==> src/sv/atbl_pkg.sv <==
// Shared constants, codes and word types for the array table block.
package atbl_pkg;

  // Table geometry
  localparam int TABLE_DEPTH = 32;
  localparam int ADDR_W      = $clog2(TABLE_DEPTH);
  localparam int CNT_W       = $clog2(TABLE_DEPTH + 1);

  // Field widths
  localparam int DATA_W = 32;
  localparam int OP_W   = 3;
  localparam int IDX_W  = 6;
  localparam int CAP_W  = 6;
  localparam int ST_W   = 2;
  localparam int POS_W  = 5;
  localparam int FILL_W = 6;

  // Stream word widths, rounded up to whole bytes
  localparam int IN_BITS     = IDX_W + DATA_W;
  localparam int IN_TDATA_W  = ((IN_BITS + 7) / 8) * 8;
  localparam int OUT_BITS    = ST_W + DATA_W + POS_W + FILL_W;
  localparam int OUT_TDATA_W = ((OUT_BITS + 7) / 8) * 8;

  // Capacity register reset value
  localparam logic [CAP_W-1:0] CAP_RESET = CAP_W'(32);

  // Operation codes
  localparam logic [OP_W-1:0] OP_APPEND  = 3'd0;
  localparam logic [OP_W-1:0] OP_INSERT  = 3'd1;
  localparam logic [OP_W-1:0] OP_DELETE  = 3'd2;
  localparam logic [OP_W-1:0] OP_LSEARCH = 3'd3;
  localparam logic [OP_W-1:0] OP_BSEARCH = 3'd4;

  // Status codes
  localparam logic [ST_W-1:0] ST_DONE    = 2'd0;
  localparam logic [ST_W-1:0] ST_REJECT  = 2'd1;
  localparam logic [ST_W-1:0] ST_MISSING = 2'd2;

  // One request word
  typedef struct packed {
    logic [OP_W-1:0]          op;
    logic [IDX_W-1:0]         index;
    logic signed [DATA_W-1:0] value;
  } req_t;

  // One result word
  typedef struct packed {
    logic [ST_W-1:0]          status;
    logic signed [DATA_W-1:0] removed_value;
    logic [POS_W-1:0]         position;
    logic [FILL_W-1:0]        fill_after;
  } res_t;

  // Compare unit outputs
  typedef struct packed {
    logic eq;
    logic lt;
  } cmp_t;

endpackage

==> src/sv/atbl_cmp.sv <==
// Shared compare unit: equality and signed less-than of key against entry.
module atbl_cmp (
  input  logic signed [atbl_pkg::DATA_W-1:0] key,
  input  logic signed [atbl_pkg::DATA_W-1:0] entry,
  output atbl_pkg::cmp_t                     res
);

  // Compare key with the entry just read
  always_comb begin
    res.eq = (key == entry);
    res.lt = (key < entry);
  end

endmodule

==> src/sv/atbl_core.sv <==
// Sequencer, entry memory and fill count of the array table.
module atbl_core (
  input  logic                        clk,
  input  logic                        rst,
  input  logic [atbl_pkg::CAP_W-1:0]  cap,
  input  logic                        req_valid,
  output logic                        req_ready,
  input  atbl_pkg::req_t              req_in,
  output logic                        res_valid,
  input  logic                        res_ready,
  output atbl_pkg::res_t              res_out
);

  localparam int ADDR_W = atbl_pkg::ADDR_W;
  localparam int CNT_W  = atbl_pkg::CNT_W;
  localparam int DATA_W = atbl_pkg::DATA_W;

  // Sequencer states
  localparam logic [3:0] S_IDLE     = 4'd0;
  localparam logic [3:0] S_EXEC     = 4'd1;
  localparam logic [3:0] S_SHIFT_UP = 4'd2;
  localparam logic [3:0] S_PUT      = 4'd3;
  localparam logic [3:0] S_DEL_GRAB = 4'd4;
  localparam logic [3:0] S_SHIFT_DN = 4'd5;
  localparam logic [3:0] S_LSCAN    = 4'd6;
  localparam logic [3:0] S_LSWAP    = 4'd7;
  localparam logic [3:0] S_BS_ISSUE = 4'd8;
  localparam logic [3:0] S_BS_CMP   = 4'd9;
  localparam logic [3:0] S_DONE     = 4'd10;

  logic [3:0]                   state, state_next;
  atbl_pkg::req_t               req;
  logic [CNT_W-1:0]             fill, fill_next;
  logic [CNT_W-1:0]             wptr, wptr_next;
  logic [CNT_W-1:0]             wptr_up1, wptr_up2, wptr_dn1, wptr_dn2;
  logic [CNT_W-1:0]             idx, room;
  logic signed [CNT_W:0]        lo, lo_next, hi, hi_next, mid_ext;
  logic signed [CNT_W+1:0]      mid_sum;
  logic [ADDR_W-1:0]            mid, mid_next;
  logic [DATA_W-1:0]            prev, prev_next;
  logic [atbl_pkg::ST_W-1:0]    status, status_next;
  logic [DATA_W-1:0]            removed, removed_next;
  logic [atbl_pkg::POS_W-1:0]   pos, pos_next;
  atbl_pkg::cmp_t               cmp;

  // Entry memory: one write and one registered read per cycle
  logic [DATA_W-1:0]            mem [atbl_pkg::TABLE_DEPTH];
  logic                         mem_we;
  logic [ADDR_W-1:0]            mem_waddr, mem_raddr;
  logic [DATA_W-1:0]            mem_wdata, rdata;

  always_ff @(posedge clk) begin
    if (mem_we) begin
      mem[mem_waddr] <= mem_wdata;
    end
    rdata <= mem[mem_raddr];
  end

  // Key against the entry read last cycle
  atbl_cmp u_cmp (
    .key   (req.value),
    .entry (rdata),
    .res   (cmp)
  );

  // Pointer arithmetic and room left under the capacity limit
  always_comb begin
    idx      = CNT_W'(req.index);
    wptr_up1 = wptr + CNT_W'(1);
    wptr_up2 = wptr + CNT_W'(2);
    wptr_dn1 = wptr - CNT_W'(1);
    wptr_dn2 = wptr - CNT_W'(2);
    mid_sum  = (CNT_W+2)'(lo) + (CNT_W+2)'(hi);
    mid_ext  = $signed({{(CNT_W+1-ADDR_W){1'b0}}, mid});
    if (int'(cap) > atbl_pkg::TABLE_DEPTH) begin
      room = CNT_W'(atbl_pkg::TABLE_DEPTH);
    end else begin
      room = CNT_W'(cap);
    end
  end

  // Handshake toward the top level
  assign req_ready = (state == S_IDLE);
  assign res_valid = (state == S_DONE);

  always_comb begin
    res_out.status        = status;
    res_out.removed_value = removed;
    res_out.position      = pos;
    res_out.fill_after    = atbl_pkg::FILL_W'(fill);
  end

  // Sequence one request over the memory port
  always_comb begin
    state_next   = state;
    fill_next    = fill;
    wptr_next    = wptr;
    lo_next      = lo;
    hi_next      = hi;
    mid_next     = mid;
    prev_next    = prev;
    status_next  = status;
    removed_next = removed;
    pos_next     = pos;
    mem_we       = 1'b0;
    mem_waddr    = wptr[ADDR_W-1:0];
    mem_wdata    = rdata;
    mem_raddr    = '0;
    case (state)
      S_IDLE: begin
        if (req_valid) begin
          status_next  = atbl_pkg::ST_REJECT;
          removed_next = '0;
          pos_next     = '0;
          state_next   = S_EXEC;
        end
      end
      S_EXEC: begin
        state_next = S_DONE;
        case (req.op)
          atbl_pkg::OP_APPEND: begin
            if (fill < room) begin
              mem_we      = 1'b1;
              mem_waddr   = fill[ADDR_W-1:0];
              mem_wdata   = req.value;
              fill_next   = fill + CNT_W'(1);
              status_next = atbl_pkg::ST_DONE;
            end
          end
          atbl_pkg::OP_INSERT: begin
            if (fill < room && idx <= fill) begin
              fill_next   = fill + CNT_W'(1);
              status_next = atbl_pkg::ST_DONE;
              if (idx == fill) begin
                mem_we    = 1'b1;
                mem_waddr = idx[ADDR_W-1:0];
                mem_wdata = req.value;
              end else begin
                mem_raddr  = ADDR_W'(fill - CNT_W'(1));
                wptr_next  = fill;
                state_next = S_SHIFT_UP;
              end
            end
          end
          atbl_pkg::OP_DELETE: begin
            if (idx < fill) begin
              mem_raddr  = idx[ADDR_W-1:0];
              state_next = S_DEL_GRAB;
            end
          end
          atbl_pkg::OP_LSEARCH: begin
            status_next = atbl_pkg::ST_MISSING;
            if (fill != '0) begin
              mem_raddr  = '0;
              wptr_next  = '0;
              state_next = S_LSCAN;
            end
          end
          atbl_pkg::OP_BSEARCH: begin
            status_next = atbl_pkg::ST_MISSING;
            lo_next     = '0;
            hi_next     = $signed({1'b0, fill}) - (CNT_W+1)'(1);
            state_next  = S_BS_ISSUE;
          end
          default: begin
            state_next = S_DONE;
          end
        endcase
      end
      // Move one entry up per cycle, from the top down to the index
      S_SHIFT_UP: begin
        mem_we    = 1'b1;
        mem_waddr = wptr[ADDR_W-1:0];
        mem_wdata = rdata;
        mem_raddr = wptr_dn2[ADDR_W-1:0];
        wptr_next = wptr_dn1;
        if (wptr_dn1 == idx) begin
          state_next = S_PUT;
        end
      end
      S_PUT: begin
        mem_we     = 1'b1;
        mem_waddr  = idx[ADDR_W-1:0];
        mem_wdata  = req.value;
        state_next = S_DONE;
      end
      // Take the removed entry, then close the gap
      S_DEL_GRAB: begin
        removed_next = rdata;
        status_next  = atbl_pkg::ST_DONE;
        fill_next    = fill - CNT_W'(1);
        if (idx + CNT_W'(1) < fill) begin
          mem_raddr  = ADDR_W'(idx + CNT_W'(1));
          wptr_next  = idx;
          state_next = S_SHIFT_DN;
        end else begin
          state_next = S_DONE;
        end
      end
      S_SHIFT_DN: begin
        mem_we    = 1'b1;
        mem_waddr = wptr[ADDR_W-1:0];
        mem_wdata = rdata;
        if (wptr_up1 < fill) begin
          mem_raddr = wptr_up2[ADDR_W-1:0];
          wptr_next = wptr_up1;
        end else begin
          state_next = S_DONE;
        end
      end
      // Scan from the front, one entry per cycle
      S_LSCAN: begin
        if (cmp.eq) begin
          status_next = atbl_pkg::ST_DONE;
          if (wptr == '0) begin
            pos_next   = '0;
            state_next = S_DONE;
          end else begin
            mem_we     = 1'b1;
            mem_waddr  = wptr_dn1[ADDR_W-1:0];
            mem_wdata  = rdata;
            pos_next   = wptr_dn1[atbl_pkg::POS_W-1:0];
            state_next = S_LSWAP;
          end
        end else begin
          prev_next = rdata;
          if (wptr_up1 < fill) begin
            mem_raddr = wptr_up1[ADDR_W-1:0];
            wptr_next = wptr_up1;
          end else begin
            state_next = S_DONE;
          end
        end
      end
      S_LSWAP: begin
        mem_we     = 1'b1;
        mem_waddr  = wptr[ADDR_W-1:0];
        mem_wdata  = prev;
        state_next = S_DONE;
      end
      // Halve the window: read the middle, then compare
      S_BS_ISSUE: begin
        if (lo <= hi) begin
          mid_next   = mid_sum[ADDR_W:1];
          mem_raddr  = mid_sum[ADDR_W:1];
          state_next = S_BS_CMP;
        end else begin
          state_next = S_DONE;
        end
      end
      S_BS_CMP: begin
        if (cmp.eq) begin
          status_next = atbl_pkg::ST_DONE;
          pos_next    = atbl_pkg::POS_W'(mid);
          state_next  = S_DONE;
        end else begin
          if (cmp.lt) begin
            hi_next = mid_ext - (CNT_W+1)'(1);
          end else begin
            lo_next = mid_ext + (CNT_W+1)'(1);
          end
          state_next = S_BS_ISSUE;
        end
      end
      // Hold the result until the output stage takes it
      S_DONE: begin
        if (res_ready) begin
          state_next = S_IDLE;
        end
      end
      default: begin
        state_next = S_IDLE;
      end
    endcase
  end

  // Control registers
  always_ff @(posedge clk) begin
    if (rst) begin
      state <= S_IDLE;
      fill  <= '0;
    end else begin
      state <= state_next;
      fill  <= fill_next;
    end
  end

  // Payload registers
  always_ff @(posedge clk) begin
    if (state == S_IDLE && req_valid) begin
      req <= req_in;
    end
    wptr    <= wptr_next;
    lo      <= lo_next;
    hi      <= hi_next;
    mid     <= mid_next;
    prev    <= prev_next;
    status  <= status_next;
    removed <= removed_next;
    pos     <= pos_next;
  end

endmodule

==> src/sv/array_table_insert_delete_search.sv <==
// Top level of the array table: stream ports, capacity register, output stage.
//
// A packed table of up to 32 signed 32-bit entries. Each request word on the
// s_ channel carries an operation in s_tuser (append, insert, delete, linear
// search with transposition, binary search) and an index and value in
// s_tdata. Every request yields one result word on the m_ channel with the
// status, the removed entry, the found position and the fill count.
// cfg_we/cfg_wdata set the capacity limit; write it only while idle.
// Insert inside the table shifts the entries from the top down to the index up
// one at a time, then writes the value; delete reads the removed entry, then
// shifts the entries above it down; linear search scans from the front and
// swaps a hit with the entry before it; binary search reads the middle entry
// and compares it with the key for each halving step of the window.
// All table work goes through one memory port and one compare unit, so one
// request is in flight at a time; s_tready is high while the sequencer idles.
// A finished result sits in the output register and the next request is taken
// while it waits; a stalled m_tready holds the following result in the core.
// Reset empties the table (fill count zero) and sets the capacity to 32;
// entry contents are not cleared and need no clearing pass.
module array_table_insert_delete_search (
  input  logic                                clk,
  input  logic                                rst,
  input  logic                                cfg_we,
  input  logic [atbl_pkg::CAP_W-1:0]          cfg_wdata,    // capacity_limit
  input  logic                                s_tvalid,
  output logic                                s_tready,
  input  logic [atbl_pkg::IN_TDATA_W-1:0]     s_tdata,      // index, value
  input  logic [atbl_pkg::OP_W-1:0]           s_tuser,      // op
  output logic                                m_tvalid,
  input  logic                                m_tready,
  output logic [atbl_pkg::OUT_TDATA_W-1:0]    m_tdata       // status, removed_value,
                                                            // position, fill_after
);

  logic [atbl_pkg::CAP_W-1:0] cap;
  atbl_pkg::req_t             req;
  atbl_pkg::res_t             res;
  logic                       res_valid, res_ready;

  // Hold the capacity limit
  always_ff @(posedge clk) begin
    if (rst) begin
      cap <= atbl_pkg::CAP_RESET;
    end else if (cfg_we) begin
      cap <= cfg_wdata;
    end
  end

  // Unpack the request word
  always_comb begin
    req.op    = s_tuser;
    req.index = s_tdata[atbl_pkg::IDX_W-1:0];
    req.value = s_tdata[atbl_pkg::IN_BITS-1:atbl_pkg::IDX_W];
  end

  atbl_core u_core (
    .clk       (clk),
    .rst       (rst),
    .cap       (cap),
    .req_valid (s_tvalid),
    .req_ready (s_tready),
    .req_in    (req),
    .res_valid (res_valid),
    .res_ready (res_ready),
    .res_out   (res)
  );

  // Output register: load when empty or being drained
  assign res_ready = !m_tvalid || m_tready;

  always_ff @(posedge clk) begin
    if (rst) begin
      m_tvalid <= 1'b0;
    end else if (res_valid && res_ready) begin
      m_tvalid <= 1'b1;
    end else if (m_tready) begin
      m_tvalid <= 1'b0;
    end
  end

  always_ff @(posedge clk) begin
    if (res_valid && res_ready) begin
      m_tdata <= {{(atbl_pkg::OUT_TDATA_W - atbl_pkg::OUT_BITS){1'b0}},
                  res.fill_after, res.position, res.removed_value, res.status};
    end
  end

endmodule
==> config.mk <==
export PLATFORM = sky130hd
export DESIGN_NAME = array_table_insert_delete_search
export DESIGN_NICKNAME = d
export VERILOG_FILES = /design/src/sv/atbl_pkg.sv /design/src/sv/atbl_cmp.sv /design/src/sv/atbl_core.sv /design/src/sv/array_table_insert_delete_search.sv
export SDC_FILE = /design/constraint.sdc
export NUM_CORES = 2
export LEC_CHECK = 0
export BUFFER_PORTS_ARGS = -buffer_cell sky130_fd_sc_hd__buf_2
export CAP_MARGIN = 5
export CORE_UTILIZATION = 50
export CTS_CLUSTER_SIZE = 20
export DETAILED_ROUTE_END_ITERATION = 16
export GPL_TIMING_DRIVEN = 0
export PLACE_DENSITY = 0.66
export SLEW_MARGIN = 30
export SYNTH_ARGS = -nofsm -noshare
export SYNTH_HDL_FRONTEND = slang
export SYNTH_SLANG_ARGS = --single-unit
export TNS_END_PERCENT = 5
==> constraint.sdc <==
create_clock -name clk -period 18 [get_ports clk]
set_input_delay 0.9 -clock clk [delete_from_list [all_inputs] [get_ports clk]]
set_output_delay 0.9 -clock clk [all_outputs]
set_load 0.02 [all_outputs]
# ---- Yosys cells after proc, flatten, opt, wreduce, memory -nomap -nowiden
# Memory sizes are Yosys's and may differ from the RTL's. A register that Yosys moved wholly into a read port is not among the register bits.
# Index checks and enable logic that the tools add are counted.
dict set report totals {
  ff_bits 199
  ramBits 1024
  inputBits 54
  out_inout_bits 50
  elab_cells 185
  n_memories 1
}
dict set report op_classes {
  addsub 11
  magnitude_cmp 8
  n_eq_ne 36
  n_mux 82
  bitwise_logic 1
  n_reduce_logical 30
}
# memory depth word_bits rd rd_clocked_by_memory_dff wr line_no
set mem_list {}
lappend mem_list {u_core.mem 32 32 1 1 1 atbl_core.sv:47} ;# logic [DATA_W-1:0] mem [atbl_pkg::TABLE_DEPTH];
# op n
set ops {}
lappend ops {{2-to-1 mux 32 bit} 4}
lappend ops {{one-hot mux 32 bit (2 select lines)} 2}
lappend ops {{one-hot mux 32 bit (3 select lines)} 1}
lappend ops {{2-to-1 mux 5 bit} 17}
lappend ops {{2-to-1 mux 6 bit} 9}
lappend ops {{2-to-1 mux 4 bit} 11}
lappend ops {{2-to-1 mux 7 bit} 6}
lappend ops {{one-hot mux 4 bit (10 select lines)} 1}
lappend ops {{one-hot mux 6 bit (2 select lines)} 3}
lappend ops {{== test 32 bit} 1}
lappend ops {{< comparator 32 bit} 1}
lappend ops {{one-hot mux 5 bit (3 select lines)} 2}
lappend ops {{one-hot mux 5 bit (6 select lines)} 1}
lappend ops {{one-hot mux 6 bit (5 select lines)} 1}
lappend ops {{one-hot mux 7 bit (2 select lines)} 2}
lappend ops {{< comparator 6 bit} 4}
lappend ops {{one-hot mux 5 bit (2 select lines)} 2}
lappend ops {{adder 6 x 1 -> 6 bit (second input constant)} 3}
lappend ops {{== test 4 x 3 -> 1 bit (second input constant)} 4}
lappend ops {{one-hot mux 4 bit (4 select lines)} 1}
lappend ops {{AND reduction 4 bit} 4}
lappend ops {{inequality test 2 x 1 -> 1 bit (second input constant)} 7}
lappend ops {{== test 4 bit (second input constant)} 3}
lappend ops {{== test 6 bit} 2}
lappend ops {{other kinds (43)} 76}

# ---- Logic depth before layout (Yosys ltp)
dict set report depth {
  ltp_word 9
  mapped_depth 17
  mapped_depth_nobuf 13
}

# ---- Modules after synthesis
# From an unflattened synthesis, not the netlist that was laid out.
dict set report hier_totals {
  cells_unflattened 3708
  area_unflattened_um2 51300.5
}
# module instances cells_each area_per_inst_um2 seq_area_each_um2
set modules_own_cells {}
lappend modules_own_cells {atbl_core 1 3522 48843.1 35674.2}
lappend modules_own_cells {array_table_insert_delete_search 1 73 1636.6 1491.4}
lappend modules_own_cells {atbl_cmp 1 113 820.8 0.0}

# ---- Least setup slack after synthesis
# Ideal clock, no wire load.
dict set report synth_path {
  path_kind {flip-flop to flip-flop}
  from {register u_core.fill[3]}
  to {memory u_core.mem[1][0], enable pin}
  setup_time_ns 0.461
  t_arrival_ns 5.186
  required_time_ns 17.539
  path_slack_ns 12.353
  stages_incl_launch_ff 13
  path_buffers 1
  period_less_slack_ns 5.647
  path_cell_list {dfxtp_1 > clkbuf_1 > inv_1 > ha_1 > and4_1 > nand3_1 > nor3_1 > nor2_1 > o21ai_0 > a21oi_1 > a2111oi_2 > o21ai_1 > nor3_1}
}
dict set report synth_between {
  elab_chain_len 7
  word_cells_on_any_way 16
  classes_between {order compare: 2; eq/ne: 1; mux: 12; reduce/logical: 1}
}
# element line_no
set synth_rtl {}
lappend synth_rtl {{from (decl)} atbl_core.sv:33} ;# logic [CNT_W-1:0] fill, fill_next;
lappend synth_rtl {{from (signal assigned)} atbl_core.sv:284} ;# fill <= fill_next;
lappend synth_rtl {{< comparator 6 bit, or another cell as far along} {atbl_core.sv:122, atbl_core.sv:131}}
lappend synth_rtl {{logical AND 1 bit / 2-to-1 mux 1 bit (equally long branches)} {atbl_core.sv:131, atbl_core.sv:134}}
lappend synth_rtl {{2-to-1 mux 1 bit} atbl_core.sv:131} ;# if (fill < room && idx <= fill) begin
lappend synth_rtl {{one-hot mux 1 bit (2 select lines)} atbl_core.sv:120} ;# case (req.op)
lappend synth_rtl {{one-hot mux 1 bit (3 select lines)} atbl_core.sv:109} ;# case (state)
lappend synth_rtl {{2-to-1 mux 1 bit} atbl_core.sv:53} ;# if (mem_we) begin
lappend synth_rtl {{2-to-1 mux 1 bit (not written as such)} atbl_core.sv:54} ;# mem[mem_waddr] <= mem_wdata;
lappend synth_rtl {{to (decl)} atbl_core.sv:47}
# Several ways; a longest one is shown, not always the timed one.

# ---- Worst setup path in the final report
dict set report layout_path {
  from {register u_core.wptr[0]}
  to {register u_core.rdata[24], read port of u_core.mem}
}
dict set report layout_between {
  elab_chain_len 5
  word_cells_on_any_way 8
  classes_between {add/sub: 3; order compare: 1; mux: 4}
}
# element line_no
set layout_rtl {}
lappend layout_rtl {{from (decl)} atbl_core.sv:34} ;# logic [CNT_W-1:0] wptr, wptr_next;
lappend layout_rtl {{from (signal assigned)} atbl_core.sv:293} ;# wptr <= wptr_next;
lappend layout_rtl {{adder 6 x 1 -> 6 bit} atbl_core.sv:69} ;# wptr_up1 = wptr + CNT_W'(1);
lappend layout_rtl {{< comparator 6 bit} {atbl_core.sv:204, atbl_core.sv:227}}
lappend layout_rtl {{2-to-1 mux 5 bit} atbl_core.sv:227} ;# if (wptr_up1 < fill) begin
lappend layout_rtl {{2-to-1 mux 5 bit} atbl_core.sv:213} ;# if (cmp.eq) begin
lappend layout_rtl {{one-hot mux 5 bit (6 select lines) (*)} atbl_core.sv:109}
lappend layout_rtl {{to (decl)} atbl_core.sv:50} ;# logic [DATA_W-1:0] mem_wdata, rdata;
# Every way passes the cells marked *; elsewhere a longest branch is shown, timed or not.
# A chain may end at the register's enable or synchronous reset.

==> results.txt <==
Fill cells - 8,203
R2R Path Start - u_core.wptr[0]$_DFFE_PP_
Core area - 0.1051 mm2
Slew @ Worst Pin - 1.180 ns
Root Driver - clkbuf_16
Synth area leader - edfxtp_1
Worst-path cell chain - clkbuf_1 -> inv_1 -> ha_1 -> ha_1 -> a21bo_2 -> a21oi_1 -> o22ai_1 -> o21ai_0 -> nand4_1 -> clkbuf_1 -> clkbuf_1 -> a21oi_1 -> o31ai_1 -> o211ai_1
Skew final - 0.03248 ns
Final hold viol count - 0
GRT Total Usage - 31.43%
Top-count cell post-synth - edfxtp_1
Fmax - 0.1382 GHz
Cells after Synth - 4,015
End point of the critical path - u_core.rdata[24]$_DFF_P_
Wire per inst - 29.05 um
DRC - 0
Synth warn - 0
Routed WL - 170,200 um
Post-synth top flop - edfxtp_1
Rel. slew slack - 21.34%
Hold-fix buffers at CTS - 0
Mapped cell area - 0.05296 mm2
Cell variety after synth - 86
Worst-case clock buffer depth - 3
Clock Sinks - 1,254
Dpl hpwl - 120,600 um
Max_cap viols - 0
Vias in the first global route - 35,376
Number of post-CTS setup repair buffers - 0
CP Max Fanout - 10
Worst Hold Class - primary input to flop
Register area share after synthesis - 70.18%
Asr flop ratio synth - 0%
Final Max Slew Viols - 0
Slowest stage delay, CP - 0.84 ns
Most used cell, CP - clkbuf_1
Worst-path clk slew - 0.06 ns
Data required, critical path - 18.47 ns
Area post-placement - 0.05711 mm2
Avg Cell Area, Syn - 13.19 um2
Total power - 10.64 mW
Register area - 0.03717 mm2
Critical Path Source - u_core.wptr[0]$_DFFE_PP_
First-pass GRT wire length - 241,800 um
Critical Path Slowest Stage Cell - o22ai_1
# rows - 119
CTS tree - built
Reg-to-Reg End - u_core.rdata[24]$_DFF_P_
Area Overhead vs Synth - 15.49%
Net count reported at finish - 4,498
Setup violations, final - 0
Clock insertion delay at the later pin of the skew report - 0.77 ns
Vias post-DR - 37,177
Final Cycle Share - 40.20%
Top-area cell type share of the netlist area - 68.33%
Crit Path Category - flop to flop
Initial core utilization - 50.38%
Worst Path Arrival - 7.71 ns
Setup TNS - 0 ns
Pin count of the biggest net entering global routing - 43
Post-synth EDFFs - 1,205
IO Port Bufs - 96
Synth area leaders - edfxtp_1 (68%), nand2_1 (4.7%), a21oi_1 (2.1%), mux2i_1 (1.9%), dfxtp_1 (1.9%)
Pwr dens - 174.0 mW/mm2
Crit path time final - 7.236 ns
Area of the multi-input gates - 0.01434 mm2
Post_cts resized - 0
H-tree depth - 4
Flop2flop setup slack - 10.76 ns
Worst setup SP type - flop
Gpl congestion - 0.9489
CTS Buf Count - 132
DR pass1 iterations - 8
Initial antenna violation count - 5
# IOs - 104
R2R depth - 14
Unrepaired setup endpoints after global routing - no
Post-route ant nets - 0
DR vias/cell - 6.343
GRT overflow - 0
Non-Filler Cell Area, Final - 0.06116 mm2
Status - completed
Die Area - 0.1072 mm2
Share of cells above drive strength 1 - 12.60%
DIE WIDTH - 327.4 um
Pleak - 21.20 nW
Maximum VDD drop - 0.1080 mV
Crit end category - flop
Commonest cells in the netlist - edfxtp_1 (1,205), nand2_1 (661), a21oi_1 (217), clkbuf_1 (188), nor2_1 (170)
Die height - 327.4 um
Number of DRC markers in iteration 0 - 5,189
Synth Register Bits - 1,254
==> placed cells by master, fill, tap and decap left out, types with 74 or more instances in the layout <==
cell / n
buf_2: 157
inv_1: 135
clkbuf_1: 234
ha_1: 76
edfxtp_1: 1205
nand3_1: 144
buf_4: 82
a32oi_1: 96
a22oi_1: 74
nand4_1: 77
mux2i_1: 103
o21ai_0: 115
clkbuf_16: 134
a21oi_1: 217
nor2_1: 153
nand2_1: 661
==> metal layers <==
metal  GRT usage [%]  share of wire [%]  vias up
met5               0             0.0041        -
met4           16.71                5.8        2
met3           7.176                 11      423
met2           48.94                 46     2505
met1           41.15                 37    18180
li1                -                  -    16067
==> cells by family after synthesis <==
kind of cell	share of synthesized area [%]
multiplexers	1.947
XOR/XNOR	0.6450
AND/OR/NAND/NOR	9.933
AO/OA/AOI/OAI	12.17
flip-flops	70.18
other	0.007081
buffers and inverters	3.284
adder cells (fa/ha/maj)	1.833
==> report_power, final <==
group | switching (mW) | total [mW] | leakage (nW) | internal [mW]
logic | 2.96 | 3.88 | 7.95 | 0.925
clock network | 1.13 | 2.59 | 1.96 | 1.46
registers | 0.119 | 4.17 | 11.3 | 4.05
total | 4.21 | 10.6 | 21.2 | 6.44
==> flip-flops by register name, indices dropped and copies added, names as in the netlist, 2 cells and up <==
name and count:
cap 6, m_tdata 45, u_core.fill 6, u_core.hi 7
u_core.idx 6, u_core.lo 6, u_core.mem 1024, u_core.mid 5
u_core.pos 5, u_core.prev 32, u_core.rdata 32, u_core.removed 32
u_core.req 35, u_core.state 4, u_core.status 2, u_core.wptr 6
==> cell type report <==
class / count / area share, %
flip-flops and latches: 1254 / 60.77
plain buffers: 291 / 2.015
inverters: 135 / 0.8286
clock buffers: 182 / 5.810
clock inverters: 54 / 0.7815
diodes: 1 / 0.004092
well taps: 1391 / 2.846
multi-input cells: 2337 / 23.45
repair buffers: 216 / 3.492
==> per-stage QoR <==
step | hold WS, ns | instances | utilization [%] | setup WS, ns
3_3_place_gp | 0.4013 | 5504 | 52.50 | 8.354
5_1_grt | 0.3151 | 5860 | 58.18 | 10.90
2_1_floorplan | 0.4003 | 4017 | - | 12.35
4_1_cts | 0.2963 | 5860 | 58.17 | 11.12
3_5_place_dp | 0.4045 | 5624 | 54.33 | 11.12
6_report | 0.3264 | 5861 | 58.18 | 10.76
==> worst max-delay path: cells and delay by family, from the launching register on <==
family                   cells  cell delay [ns]
AND/OR/NAND/NOR              1             0.47
buffers and inverters        4             2.08
adder cells (fa/ha/maj)      2             1.00
AO/OA/AOI/OAI                7             2.98
flip-flops                   1             0.41
==> worst min-delay path by stage <==
stage	start	cells past startpoint	end	slack (ns)
5_1_grt	s_tdata[37]	1	u_core.req[31]$_DFFE_PP_	0.32
2_1_floorplan	u_core.status[0]$_DFFE_PP_	0	m_tdata[0]$_DFFE_PP_	0.40
3_5_place_dp	u_core.removed[3]$_SDFFCE_PN0P_	0	m_tdata[5]$_DFFE_PP_	0.40
6_report	s_tdata[19]	1	u_core.req[13]$_DFFE_PP_	0.33
4_1_cts	s_tdata[20]	1	u_core.req[14]$_DFFE_PP_	0.30
3_3_place_gp	u_core.removed[16]$_SDFFCE_PN0P_	0	m_tdata[18]$_DFFE_PP_	0.40
(Power assumes the default switching activity.)
